## config.mk

```make
export PLATFORM = sky130hd
export DESIGN_NAME = ccr_front
export DESIGN_NICKNAME = d
export VERILOG_FILES = /design/src/ccr_pkg.sv /design/src/ccr_front.sv
export SDC_FILE = /design/constraint.sdc
export NUM_CORES = 2
export LEC_CHECK = 0
export BUFFER_PORTS_ARGS = -buffer_cell sky130_fd_sc_hd__buf_4
export CORE_ASPECT_RATIO = 0.75
export CORE_UTILIZATION = 40
export DETAILED_ROUTE_END_ITERATION = 10
export SLEW_MARGIN = 20
export SYNTH_ARGS = -nofsm -noshare
export SYNTH_HDL_FRONTEND = slang
export SYNTH_SLANG_ARGS = --single-unit
```

## constraint.sdc

```tcl
create_clock -name clock -period 27.4 [get_ports clock]
set_clock_uncertainty 0.05 [all_clocks]
set_input_delay 5.48 -clock clock [delete_from_list [all_inputs] [get_ports clock]]
set_output_delay 5.48 -clock clock [all_outputs]
set_load 0.03 [all_outputs]
```

## src/ccr_pkg.sv

```systemverilog
// Shared types and constants for the circle canvas rasterizer.
`timescale 1ns / 1ps
package ccr_pkg;
   localparam int DEF_MAX_W = 256;
   localparam int DEF_MAX_H = 256;
   localparam int COORD_W = 19;
   localparam int DIM_W = 9;
   localparam int CHAR_W = 8;
   localparam int CELL_W = 8;
   localparam int FIX_SHIFT = 8;
   localparam logic [1:0] OP_CLEAR = 2'd0;
   localparam logic [1:0] OP_DRAW = 2'd1;
   localparam logic [1:0] OP_READ = 2'd2;
   localparam logic [1:0] REG_WIDTH = 2'd0;
   localparam logic [1:0] REG_HEIGHT = 2'd1;
   localparam logic [1:0] REG_BGCHAR = 2'd2;

   typedef enum logic [1:0] {
      CMD_NONE = 2'd0,
      CMD_CLEAR = 2'd1,
      CMD_DRAW = 2'd2,
      CMD_READ = 2'd3
   } cmd_kind_type;

   typedef struct packed {
      cmd_kind_type kind;
      logic signed [COORD_W-1:0] cx;
      logic signed [COORD_W-1:0] cy;
      logic [2*COORD_W-1:0] r2;
      logic [2*COORD_W-1:0] m2;
      logic m_neg;
      logic rim_only;
      logic [CHAR_W-1:0] ch;
      logic [CELL_W-1:0] row;
      logic [CELL_W-1:0] col;
      logic rd_in_range;
   } cmd_type;
endpackage

```

## src/ccr_front.sv

```systemverilog
// Front end: accepts commands, squares the radius terms and queues classified work.
`timescale 1ns / 1ps
module ccr_front (
   input  logic clock,
   input  logic reset,
   input  logic start,
   output logic busy,
   input  logic [1:0] req_op,
   input  logic signed [ccr_pkg::COORD_W-1:0] req_center_x,
   input  logic signed [ccr_pkg::COORD_W-1:0] req_center_y,
   input  logic signed [ccr_pkg::COORD_W-1:0] req_radius,
   input  logic req_outline_only,
   input  logic [ccr_pkg::CHAR_W-1:0] req_paint_char,
   input  logic [ccr_pkg::CELL_W-1:0] req_cell_row,
   input  logic [ccr_pkg::CELL_W-1:0] req_cell_col,
   input  logic [ccr_pkg::DIM_W-1:0] used_w,
   input  logic [ccr_pkg::DIM_W-1:0] used_h,
   output logic rej_valid,
   output logic rej_status,
   output logic q_valid,
   output ccr_pkg::cmd_type q_cmd,
   input  logic q_pop
);
   import ccr_pkg::*;
   // Stage 1 holds the raw command; the squares are formed on the way into a two-entry queue.
   logic s1_ff, s1_in;
   logic [1:0] op_ff;
   logic signed [COORD_W-1:0] cx_ff, cy_ff, r_ff;
   logic ro_ff;
   logic [CHAR_W-1:0] ch_ff;
   logic [CELL_W-1:0] row_ff, col_ff;
   logic [1:0] cnt_ff, cnt_in;
   cmd_type q_ff [2];
   cmd_type c;
   logic signed [COORD_W:0] m;
   logic push, rej;

   assign busy = s1_ff || (cnt_ff != 2'd0);
   assign s1_in = start && !busy;

   always_ff @(posedge clock) begin
      if (reset) s1_ff <= 1'b0;
      else s1_ff <= s1_in;
      if (s1_in) begin
         op_ff <= req_op; cx_ff <= req_center_x; cy_ff <= req_center_y;
         r_ff <= req_radius; ro_ff <= req_outline_only; ch_ff <= req_paint_char;
         row_ff <= req_cell_row; col_ff <= req_cell_col;
      end
   end

   always_comb begin
      m = {r_ff[COORD_W-1], r_ff} - (COORD_W+1)'(1 << FIX_SHIFT);
      c.cx = cx_ff; c.cy = cy_ff;
      c.r2 = (2*COORD_W)'(r_ff * r_ff);
      c.m2 = (2*COORD_W)'(m * m);
      c.m_neg = m[COORD_W];
      c.rim_only = ro_ff; c.ch = ch_ff; c.row = row_ff; c.col = col_ff;
      c.rd_in_range = ({1'b0, row_ff} < used_h) && ({1'b0, col_ff} < used_w);
      rej = 1'b0;
      case (op_ff)
         OP_CLEAR: c.kind = CMD_CLEAR;
         OP_DRAW: begin
            c.kind = CMD_DRAW;
            rej = r_ff[COORD_W-1] || (r_ff == '0);
            if (rej) c.kind = CMD_NONE;
         end
         OP_READ: c.kind = CMD_READ;
         default: c.kind = CMD_NONE;
      endcase
   end

   assign push = s1_ff && !rej;
   assign rej_valid = s1_ff && rej;
   assign rej_status = 1'b1;

   always_comb begin
      cnt_in = cnt_ff;
      if (push && !q_pop) cnt_in = cnt_ff + 2'd1;
      else if (!push && q_pop) cnt_in = cnt_ff - 2'd1;
   end

   always_ff @(posedge clock) begin
      if (reset) cnt_ff <= '0;
      else cnt_ff <= cnt_in;
      if (push && (q_pop ? (cnt_ff == 2'd1) : (cnt_ff == 2'd0))) q_ff[0] <= c;
      else if (q_pop) q_ff[0] <= q_ff[1];
      if (push && (q_pop ? (cnt_ff == 2'd2) : (cnt_ff == 2'd1))) q_ff[1] <= c;
   end

   assign q_valid = cnt_ff != 2'd0;
   assign q_cmd = q_ff[0];
endmodule

```

[Yosys cells after proc, flatten, opt, wreduce, memory -nomap -nowiden]
Memory sizes are Yosys's and may differ from the RTL's.
Index checks and enable logic that the tools add are counted.
Operators by class
  order comparisons: 2
  add/subtract/negate cells: 3
  shift operators: 0
  equality and inequality tests: 4
  bitwise operators: 1
  muxes and demuxes: 15
  $mul: 2
  reductions and logical operators: 19
  div/mod/pow operators: 0
Operator list (number)
  $mux 143: 1
  $mul 19x19->38: 1
  $mul 20x20->38: 1
  $sub 19x10->20 const B: 1
  $logic_not 19->1: 1
  $lt 8x9->1: 2
  $mux 1: 10
  $logic_and 1x1->1: 8
  $mux 2: 3
  $pmux 2 s3: 1
  $eq 2x1->1 const B: 2
  $eq 2x2->1 const B: 2
  $logic_not 1->1: 4
  $logic_not 2->1: 2
  $reduce_bool 2->1: 2
  $add 2x1->2 const B: 1
  $logic_or 1x1->1: 2
  $sub 2x1->2 const B: 1
  $or 1x1->1: 1
Word-level totals
  bits of input ports: 106
  word-level logic and storage cells: 57
  register bits after elaboration: 87
  bits in latches: 0
  memory bits (read-only): 0
  memories kept: 1
  RAM bits: 286
Memory list
  q_ff: words 2, bits a word 143, read ports 2, clocked after Yosys merged registers in 0, write ports 2, line ccr_front.sv:33  | cmd_type q_ff [2];

[Depth between registers and ports, before layout]
  depth after elaboration: 9
  depth in mapped cells: 32
  mapped depth without buffers: 29

[Worst setup path after synthesis]
OpenSTA, ideal clock, no wires.
  path type: register to register
  start: register r_ff[8]
  end: memory q_ff[0][0] (netlist name), enable pin
  setup slack: 15157 ps
  clock period less this slack: 12243 ps
  arrival time: 11364 ps
  stages on the path, launching flop included: 9
  cell sequence: edfxtp_1 > buf_2 > inv_1 > clkbuf_1 > ha_1 > nor4b_1 > a41oi_1 > o21ai_2 > o21ai_0
RTL lines
  from (decl): line ccr_front.sv:28  | logic signed [COORD_W-1:0] cx_ff, cy_ff, r_ff;
  from (signal assigned): line ccr_front.sv:46  | r_ff <= req_radius; ro_ff <= req_outline_only; ch_ff <= req_paint_char;
  to (decl): line ccr_front.sv:33

==> run_results.csv <==
group,metric,value,unit
logic_synthesis,ys_types,70,
setup_path,path_delay_family,"adder cells",
floorplan,initial_utilization,40.5,%
logic_synthesis,netlist_area,39600,sq um
layout,drive_gt1_share,10.6,%
placement,hpwlAfterDp,67.2,mm
logic_synthesis,synth_warnings,0,
timing,fin_crit_sh,35.3,%
logic_synthesis,netlist_top_cells_area,"fa_1 (36%), edfxtp_1 (27%), inv_1 (8.2%), ha_1 (7.7%), nand2_1 (4.9%)",
global_route,grt_usage,17.7,%
global_route,grt_pass1_wl,139,mm
global_route,grt_util_met1,24.3,%
global_route,grt_pass1_vias,25900,
timing,hold_violations,0,
logic_synthesis,yosysMostFrequentCell,"inv_1",
floorplan,core,97700,sq um
logic_synthesis,syn_area_per_cell,10.8,sq um
layout,insertedDiodeCount,0,
global_route,antenna_found_initial,3,
setup_path,end_kind,"register",
floorplan,die-area,100000,sq um
placement,dp.cells,5034,
layout,seq_area,10900,sq um
floorplan,core.rowCount,99,
layout,layout.cells.non_filler,5111,
setup_path,cp_data_required_time,27.68,ns
drt,via_per_inst,4.74,
flow_run,drv_cap,0,
global_route,grt_max_degree,97,
setup_path,cp_slowest_cell,"edfxtp_1",
setup_path,cp_max_fo,22,
drt,drcViolationCount,0,
timing,relSlewSlack,27.0,%
cts,cts_max_level,2,
global_route,grt_most_used_layer,"met2",
logic_synthesis,ys.flop_type,"edfxtp_1",
logic_synthesis,yosysTopAreaCellShare,35.6,%
cts,cts_buffers,43,
cts,cts_max_path_buffers,3,
cts,cts-hold-fix-buffers,0,
timing,layout_min_cycle_time,9.67,ns
layout,multi_input_comb_area,23900,sq um
timing,finalSetupViolations,0,
drt,wl,85.4,mm
cts,root_buffer,"clkbuf_16",
timing,rsz0062_at_grt,"false",
timing,tightest_slew,1.09,ns
global_route,grt_use_met2,28.8,%
cts,cts_tree,"yes",
run_status,status,"completed",
floorplan,floorplan.io_pins,253,
floorplan,die_h,275,um
timing,max_freq,103,MHz
setup_path,cp_slowest_stage_delay,0.68,ns
cts,clk_pin_slew,0.06,ns
global_route,grt_util_met3,3.51,%
logic_synthesis,synth.largest_area_cell,"fa_1",
timing,drv_slew,0,
cts,cts.repair.resized,0,
setup_path,cp.arrival,9.95,ns
logic_synthesis,synth-edff-count,362,
drt,antenna_left,0,
logic_synthesis,syn_inst,3679,
worst_hold_path,hp-class,"register to register",
floorplan,die_w,365,um
logic_synthesis,ys_seq_area_share,27.6,%
setup_path,path_class,"register to register",
drt,routedWlPerCell,16.7,um
cts,worstSkewPairLatency,0.60,ns
layout,syn_to_final_growth,9.49,%
drt,dr.pass1.iters,5,
setup_path,worst-path-buf-inv,7,
logic_synthesis,synth_commonest_cells,"inv_1 (860), fa_1 (705), nand2_1 (518)",
logic_synthesis,ys_seq_elements,365,
setup_path,startpoint_type,"register",
drt,num_vias,24200,
global_route,grt_overflow_total,0,
drt,drtIter0Drc,1350,
timing,finalSetupTns,0,ns
placement,globalplace.congestion,0.882,
layout,fillers,9268,
logic_synthesis,ys_async_sr_fraction,0,%
layout,nets,4822,
cts,cts_setup_buffers,0,
cts,cts_sinks,365,
setup_path,path_common_cell,"fa_1",
placement,portBuffers,249,
==> final cells by class <==
type / instances / share of cell area, %
clock buffer: 48 / 2.52
timing repair buffer: 286 / 5.03
multi-input combinational: 2201 / 55.2
tap: 1313 / 3.79
sequential: 365 / 25.2
inverter: 870 / 7.53
clock inverter: 28 / 0.727
==> cell families (layout without fill, tap and decap cells) <==
group                    after synthesis  in the layout  share of synthesized area, %
XOR/XNOR                             109            109                          2.43
other                                  2              3                        0.0190
buffers and inverters               1114           1232                          12.1
flip-flops                           365            365                          27.6
AND/OR/NAND/NOR                      862            862                          9.33
multiplexers                          33             33                          1.08
adder cells (fa/ha/maj)              949            949                          43.3
AO/OA/AOI/OAI                        245            245                          4.05
==> per-stage QoR <==
step | cell area [sq um] | hold WS, ns | setup WS, ns | utilization (%)
after CTS | 43300 | 0.397 | 17.80 | 44.3
after detailed placement | 41900 | 0.381 | 17.87 | 42.9
after global routing | 43400 | 0.400 | 17.25 | 44.4
after floorplan | 39600 | 0.374 | 15.16 | -
after global placement | 41900 | 0.380 | 18.10 | 42.9
final | 43400 | 0.393 | 17.73 | 44.4
==> metal layers <==
layer | share of wire [%] | wire length (um)
met5 | 0.048 | 41
met4 | 2.2 | 1860
met3 | 6.1 | 5240
met2 | 48 | 40600
met1 | 44 | 37600
==> worst paths after layout <==
check,start,to,slack [ns],cells past startpoint
min reg2reg,ch_ff[0],q_ff[0][160],0.39,0
max reg2reg,r_ff[9],q_ff[0][64],17.73,27
min,ch_ff[0],q_ff[0][160],0.39,0
max,r_ff[9],q_ff[0][64],17.73,27
==> flip-flops by register name, summed over array words and instances, names as in the netlist <==
register,count
r_ff,19
row_ff,8
op_ff,2
ro_ff,1
col_ff,8
q_ff,278
s1_ff,1
cnt_ff,2
ch_ff,8
cx_ff,19
cy_ff,19
==> cells in the final DEF (no fill, tap or decap), types with 11 or more instances in the layout <==
cell and count:
nor2_1 159, o21ai_0 44, fa_1 705, a211oi_1 11, clkbuf_16 43, inv_1 860, and2_1 59, nand2_1 518
nor3_1 16, a21oi_1 75, xor2_1 25, xnor2_1 81, nand2b_1 33, a21o_1 31, clkinv_1 13, mux2_4 16
edfxtp_1 362, nor2b_1 18, mux2_1 11, nand3_1 14, buf_4 284, ha_1 244
Power is left out: the tool's default activity adds up to more than one toggle a clock period on the data nets, which glitch-free logic cannot reach.
